<file path="src/hdl/ipt_pkg.sv">
// Shared types and constants for the indexed priority task table.
// No dependencies; every other file of the block refers to this package by scoped names.
package ipt_pkg;

  localparam int TASK_SLOTS    = 256;
  localparam int USER_BITS     = 16;
  localparam int PRIORITY_BITS = 32;
  localparam int SLOT_BITS     = $clog2(TASK_SLOTS);

  typedef logic [SLOT_BITS-1:0]     slot_idx_t;
  typedef logic [PRIORITY_BITS-1:0] prio_t;
  typedef logic [USER_BITS-1:0]     user_t;

  // Request actions
  typedef enum logic [1:0] {
    ACT_ADD    = 2'd0,
    ACT_EDIT   = 2'd1,
    ACT_REMOVE = 2'd2,
    ACT_EXEC   = 2'd3
  } action_t;

  typedef struct packed {
    action_t     action;
    logic [15:0] user_id;
    logic [7:0]  task_id;
    logic [31:0] priority_req;
  } req_t;

  typedef struct packed {
    logic        found;
    logic [15:0] owner_user;
  } rsp_t;

  // Slot store write operations
  typedef enum logic [1:0] {
    SOP_NONE  = 2'd0,
    SOP_ADD   = 2'd1,
    SOP_EDIT  = 2'd2,
    SOP_CLEAR = 2'd3
  } store_op_t;

  typedef struct packed {
    store_op_t op;
    slot_idx_t idx;
    prio_t     prio;
    user_t     owner;
  } store_cmd_t;

  // One slot as seen by the scan compare unit
  typedef struct packed {
    logic      live;
    logic      valid;
    slot_idx_t idx;
    prio_t     prio;
    user_t     owner;
  } scan_sample_t;

  typedef struct packed {
    logic      have;
    slot_idx_t idx;
    user_t     owner;
  } best_t;

endpackage

</file>
<file path="src/hdl/ipt_best.sv">
// Shared compare unit: keeps the best slot seen so far during a scan.
// Depends on ipt_pkg.
module ipt_best (
  input  logic                  clk,
  input  logic                  rst,
  input  logic                  clear,
  input  ipt_pkg::scan_sample_t sample,
  output ipt_pkg::best_t        best
);

  ipt_pkg::prio_t     best_prio;
  logic               best_have;
  ipt_pkg::slot_idx_t best_idx;
  ipt_pkg::user_t     best_owner;
  logic               take;

  // Later slots win ties, hence >=
  assign take = sample.live && sample.valid && (!best_have || sample.prio >= best_prio);
  assign best = '{have: best_have, idx: best_idx, owner: best_owner};

  always_ff @(posedge clk) begin
    if (rst || clear) begin
      best_have <= 1'b0;
    end else if (take) begin
      best_have <= 1'b1;
    end
  end

  always_ff @(posedge clk) begin
    if (take) begin
      best_idx   <= sample.idx;
      best_owner <= sample.owner;
      best_prio  <= sample.prio;
    end
  end

endmodule

</file>
<file path="config.mk">
export PLATFORM = sky130hd
export DESIGN_NAME = ipt_best
export DESIGN_NICKNAME = d
export VERILOG_FILES = /design/src/hdl/ipt_pkg.sv /design/src/hdl/ipt_best.sv
export SDC_FILE = /design/constraint.sdc
export NUM_CORES = 1
export LEC_CHECK = 0
export BUFFER_PORTS_ARGS = -buffer_cell sky130_fd_sc_hd__buf_2
export CAP_MARGIN = 5
export CORE_MARGIN = 2
export CORE_UTILIZATION = 50
export CTS_CLUSTER_SIZE = 20
export DETAILED_ROUTE_END_ITERATION = 10
export PLACE_DENSITY = 0.85
export SLEW_MARGIN = 40
export SYNTH_ARGS = -nofsm -noshare
export SYNTH_HDL_FRONTEND = slang
export SYNTH_SLANG_ARGS = --single-unit
</file>
<file path="constraint.sdc">
create_clock -name clk -period 5 [get_ports clk]
set_input_delay 0.25 -clock clk [delete_from_list [all_inputs] [get_ports clk]]
set_output_delay 0.25 -clock clk [all_outputs]
set_load 0.1 [all_outputs]
</file>
Word level (Yosys, flattened, before mapping)
Cells that the tools add are included.
{"block": "totals", "ff_bits": 57, "inputBits": 61, "output_inout_bits": 25, "elab_cells": 10}
{"block": "classes", "magnitude_cmp": 1, "reduce_logical": 5}
{"operator": "$ge 32x32->1", "count": 1}
{"operator": "$logic_and 1x1->1", "count": 2}
{"operator": "$logic_or 1x1->1", "count": 2}
{"operator": "$logic_not 1->1", "count": 1}

Longest topological paths before layout
{"block": "depth", "word_depth": 3, "ltp_mapped": 7, "ltp_nobuf": 7}

Least setup slack after synthesis
Ideal clock, no wire load.
{"block": "synth_timing", "path_kind": "register to register", "from": "register best_prio[25]", "to": "register best_idx[0], enable pin", "setup_time_ps": 477, "arrival_ps": 4056, "t_required_ps": 4523, "setup_slack_ps": 467, "stages_incl_launch_ff": 7, "n_path_buf": 0, "synth_period_minus_slack_ps": 4533, "cell_sequence": "edfxtp_1 > inv_1 > ha_1 > and4_1 > or4b_4 > o221a_2 > o21ai_1"}
{"block": "synth_between", "elab_chain_cells": 3}
{"item": "from (decl)", "line_no": "ipt_best.sv:11", "rtl": "ipt_pkg::prio_t best_prio;"}
{"item": "from (signal assigned)", "line_no": "ipt_best.sv:33", "rtl": "best_prio <= sample.prio;"}
{"item": "$ge 32x32->1", "line_no": "ipt_best.sv:18", "rtl": "assign take = sample.live && sample.valid && (!best_have || sample.prio >= best_prio);"}
{"item": "$logic_or 1x1->1", "line_no": "ipt_best.sv:18"}
{"item": "$logic_and 1x1->1", "line_no": "ipt_best.sv:18"}
{"item": "via take", "line_no": "ipt_best.sv:15", "rtl": "logic take;"}
{"item": "to (signal assigned)", "line_no": "ipt_best.sv:31", "rtl": "best_idx <= sample.idx;"}
{"item": "to (decl)", "line_no": "ipt_best.sv:13", "rtl": "ipt_pkg::slot_idx_t best_idx;"}
The timed path passes the listed nets, and every way through them passes these cells.
A chain may end at the register's enable or synchronous reset.

Final worst setup path
{"block": "layout_timing", "from": "register best_prio[25]", "to": "register best_idx[5], enable pin"}
Same word-level chain as after synthesis.

==> flow_metrics.env <==
export IMPL_cts_resized=0
export IMPL_fillers=383
export IMPL_worstSetupStartpoint="best_prio[25]"
export IMPL_io_pins=86
export IMPL_arrival_ns=2.97
export IMPL_num_vias=1642
export IMPL_cts_buffer_depth=2
export IMPL_worst_pin_slew_ns=0.5237
export IMPL_synth_seq_cells=57
export IMPL_p_int_uw=819.8
export IMPL_slew_headroom=0.6495
export IMPL_peakVddDrop_mv=0.1676
export IMPL_coreArea_mm2=0.004817
export IMPL_ctsHoldBuffers=0
export IMPL_synth_distinct_cells=28
export IMPL_cp_required_ns=4.97
export IMPL_yosys_mux_area_fraction=0
export IMPL_drt_wl_total_um=4768
export IMPL_critPathCaptureType="flip-flop"
export IMPL_drt_pass1_iterations=4
export IMPL_dieArea_mm2=0.005658
export IMPL_setup_viol=0
export IMPL_cts_reportedPaths_clkPinSlew_ns=0.07
export IMPL_synth_compound_area_frac=0.06315
export IMPL_drt_iter0_markers=86
export IMPL_final_nets=362
export IMPL_max_freq_ghz=0.3334
export IMPL_cp_max_fo=41
export IMPL_chipWidth_um=75.22
export IMPL_hold_end="best_have"
export IMPL_cts_inserted_buffers=9
export IMPL_hold_start="rst"
export IMPL_path_class="reg -> reg"
export IMPL_cts_tree="built"
export IMPL_via_per_inst=4.815
export IMPL_drtAntennaViolNets=0
export IMPL_yosys_area_share_simple=0.05772
export IMPL_syn_instance_count=173
export IMPL_grt_remaining_overflow=0
export IMPL_cpMaxStageDelayCell="buf_4"
export IMPL_place_hpwl_um=3597
export IMPL_start_util=0.5265
export IMPL_seqPwrFrac=0.498
export IMPL_finalHoldViolCount=0
export IMPL_multi_input_area_um2=718.2
export IMPL_clkSinkCount=57
export IMPL_critPathLaunchType="flip-flop"
export IMPL_yosys_area_share_adder=0.1579
export IMPL_fin_util=0.6730
export IMPL_drv_slew=0
export IMPL_whs_ns=0.07326
export IMPL_yosysWarnings=0
export IMPL_reg2regPathDepth=7
export IMPL_regToRegStartpoint="best_prio[25]"
export IMPL_holdCritPathClass="in -> reg"
export IMPL_path_cells="inv_1 > ha_1 > and4_1 > or4b_4 > o221a_2 > o21ai_4 > buf_4"
export IMPL_max_stage_delay_ns=0.53
export IMPL_grt_setup_unrepaired="no"
export IMPL_syn_nets=266
export IMPL_fin_tns_setup_ns=0
export IMPL_post_cts_buffers=0
export IMPL_p_comb_frac=0.141
export IMPL_wl_per_cell_um=13.98
export IMPL_floorplan_rows=25
export IMPL_antenna_cells=0
export IMPL_drive_above_1_share=0.3869
export IMPL_reg2reg_to="best_idx[5]"
export IMPL_status="complete, no violations"
export IMPL_power_leakage_nw=1.481
export IMPL_synth_xor_area_frac=0
export IMPL_antenna_found_initial=0
export IMPL_clkPwrFrac=0.361
export IMPL_setup_ws_ns=2.001
export IMPL_grt_use_total=0.1899
export IMPL_synth_top_family_by_area="adder cells"
export IMPL_cts_root_buf="clkbuf_8"
export IMPL_syn_cell_area_mm2=0.002536
export IMPL_period_needed_ns=3.000
export IMPL_grt_use_met2=0.3158
export IMPL_final_period_utilization=0.5999
export IMPL_p_sw_frac=0.2635
export IMPL_powerDensity_mw_per_mm2=343.3
export IMPL_grt_pass1_wl_um=7583
export IMPL_clk_latency_ns=0.33
export IMPL_busiest_layer="met2"
export IMPL_use_met1=0.2231
export IMPL_synth_avg_cell_area_um2=14.66
export IMPL_drc=0
export IMPL_grt_max_degree=42
export IMPL_chipHeight_um=75.22
export IMPL_use_met3=0.05622
export IMPL_ys_seq_area_frac=0.6709
export IMPL_port_buffers=85
export IMPL_dp_slack_ns=1.968
export IMPL_r2r_slack_ns=2.00
export IMPL_min_path_cells=2
export IMPL_gp_congestion=0.7574
export IMPL_clock_skew_ns=0.006769
export IMPL_area_growth_pct=27.82
export IMPL_regArea_mm2=0.001702
export IMPL_grt_pass1_vias=1668
export IMPL_cap_violations=0
export IMPL_h_tree_depth=3
export IMPL_switching_power_uw=293.3
-- sequential cells by signal, indices dropped and copies added, names as in the netlist --
name	count
best_idx	8
best_owner	16
best_prio	32
best_have	1
-- power groups by stage --
stage	logic (mW)	clock network (mW)	registers (mW)
6_report	0.157	0.402	0.555
5_1_grt	0.173	0.428	0.557
4_1_cts	0.158	0.413	0.555
3_5_place_dp	0.157	0	0.565
3_3_place_gp	0.153	0	0.564
2_1_floorplan	0.0475	0	0.626
-- worst max path at each step --
stage | endpoint | slack [ns] | depth (start not counted)
floorplan | best_idx[0] | 0.47 | 6
global placement | best_owner[15] | 2.03 | 7
detailed placement | best_owner[6] | 1.97 | 7
CTS | best_prio[7] | 1.97 | 7
global route | best_owner[15] | 1.81 | 7
finish | best_idx[5] | 2.00 | 7
-- critical path: cells and delay by family (launching register included) --
kind	cells	cell delay (ns)
buffers and inverters	2	0.57
and+or+nand+nor	2	0.69
adders and majority gates	1	0.28
AOI/OAI and AO/OA	2	0.73
DFF	1	0.33
-- cell families (layout without fill, tap and decap cells) --
logic type      count (synthesis)  in the layout
buf+inv                        33            134
compound gates                 25             25
simple gates                   26             26
flops                          57             57
fa+ha+maj                      32             32
-- cell usage in the layout (no fill, tap or decap), types with 3 or more instances in the layout --
cell type and count:
buf_2 85, edfxtp_1 56, inv_1 32, ha_1 32, a21oi_1 11, clkbuf_8 9, nand2_1 8, nand4_1 4
clkinv_2 4, nor2_1 3, nand3_1 3
-- routing by layer --
| metal | share of wire | vias up |
|---|---|---|
| met5 | 0 | - |
| met1 | 0.42 | 728 |
| met2 | 0.47 | 73 |
| met3 | 0.090 | 10 |
| met4 | 0.021 | 0 |
| li1 | - | 831 |
-- cell usage after synthesis --
library cell	number	share of area
a2111oi_0	1	0.0035
a211oi_1	1	0.0030
a21o_1	1	0.0030
a21oi_1	11	0.022
a221oi_1	2	0.0069
a22oi_1	1	0.0030
and2_1	1	0.0025
and4_1	1	0.0035
buf_4	1	0.0030
dfxtp_1	1	0.0079
edfxtp_1	56	0.66
ha_1	32	0.16
inv_1	32	0.047
nand2_1	8	0.012
nand2b_1	2	0.0049
nand3_1	3	0.0059
nand4_1	4	0.0099
nor2_1	3	0.0044
nor3_1	1	0.0020
nor4_2	1	0.0049
o21a_1	2	0.0059
o21ai_0	2	0.0039
o21ai_1	1	0.0020
o21bai_1	1	0.0030
o221a_2	1	0.0044
o31ai_1	1	0.0030
or2_2	1	0.0025
or4b_4	1	0.0054
-- metrics by stage --
step / cells / power [mW] / cell area, um^2
after floorplan: 173 / 0.6730 / 2536
after global placement: 325 / 0.7166 / 3057
after detailed placement: 325 / 0.7219 / 3057
after CTS: 341 / 1.126 / 3242
after global routing: 341 / 1.158 / 3242
final: 341 / 1.113 / 3242
-- layout make-up --
cell class                      count  share of cell area
Multi-Input combinational cell     83              0.2215
Sequential cell                    57              0.5249
Clock buffer                        9             0.03821
Tap cell                           67             0.02586
Clock inverter                      7             0.01891
Timing Repair Buffer               86              0.1335
Inverter                           32             0.03705
No activity file was read; power rests on OpenSTA's default activity.
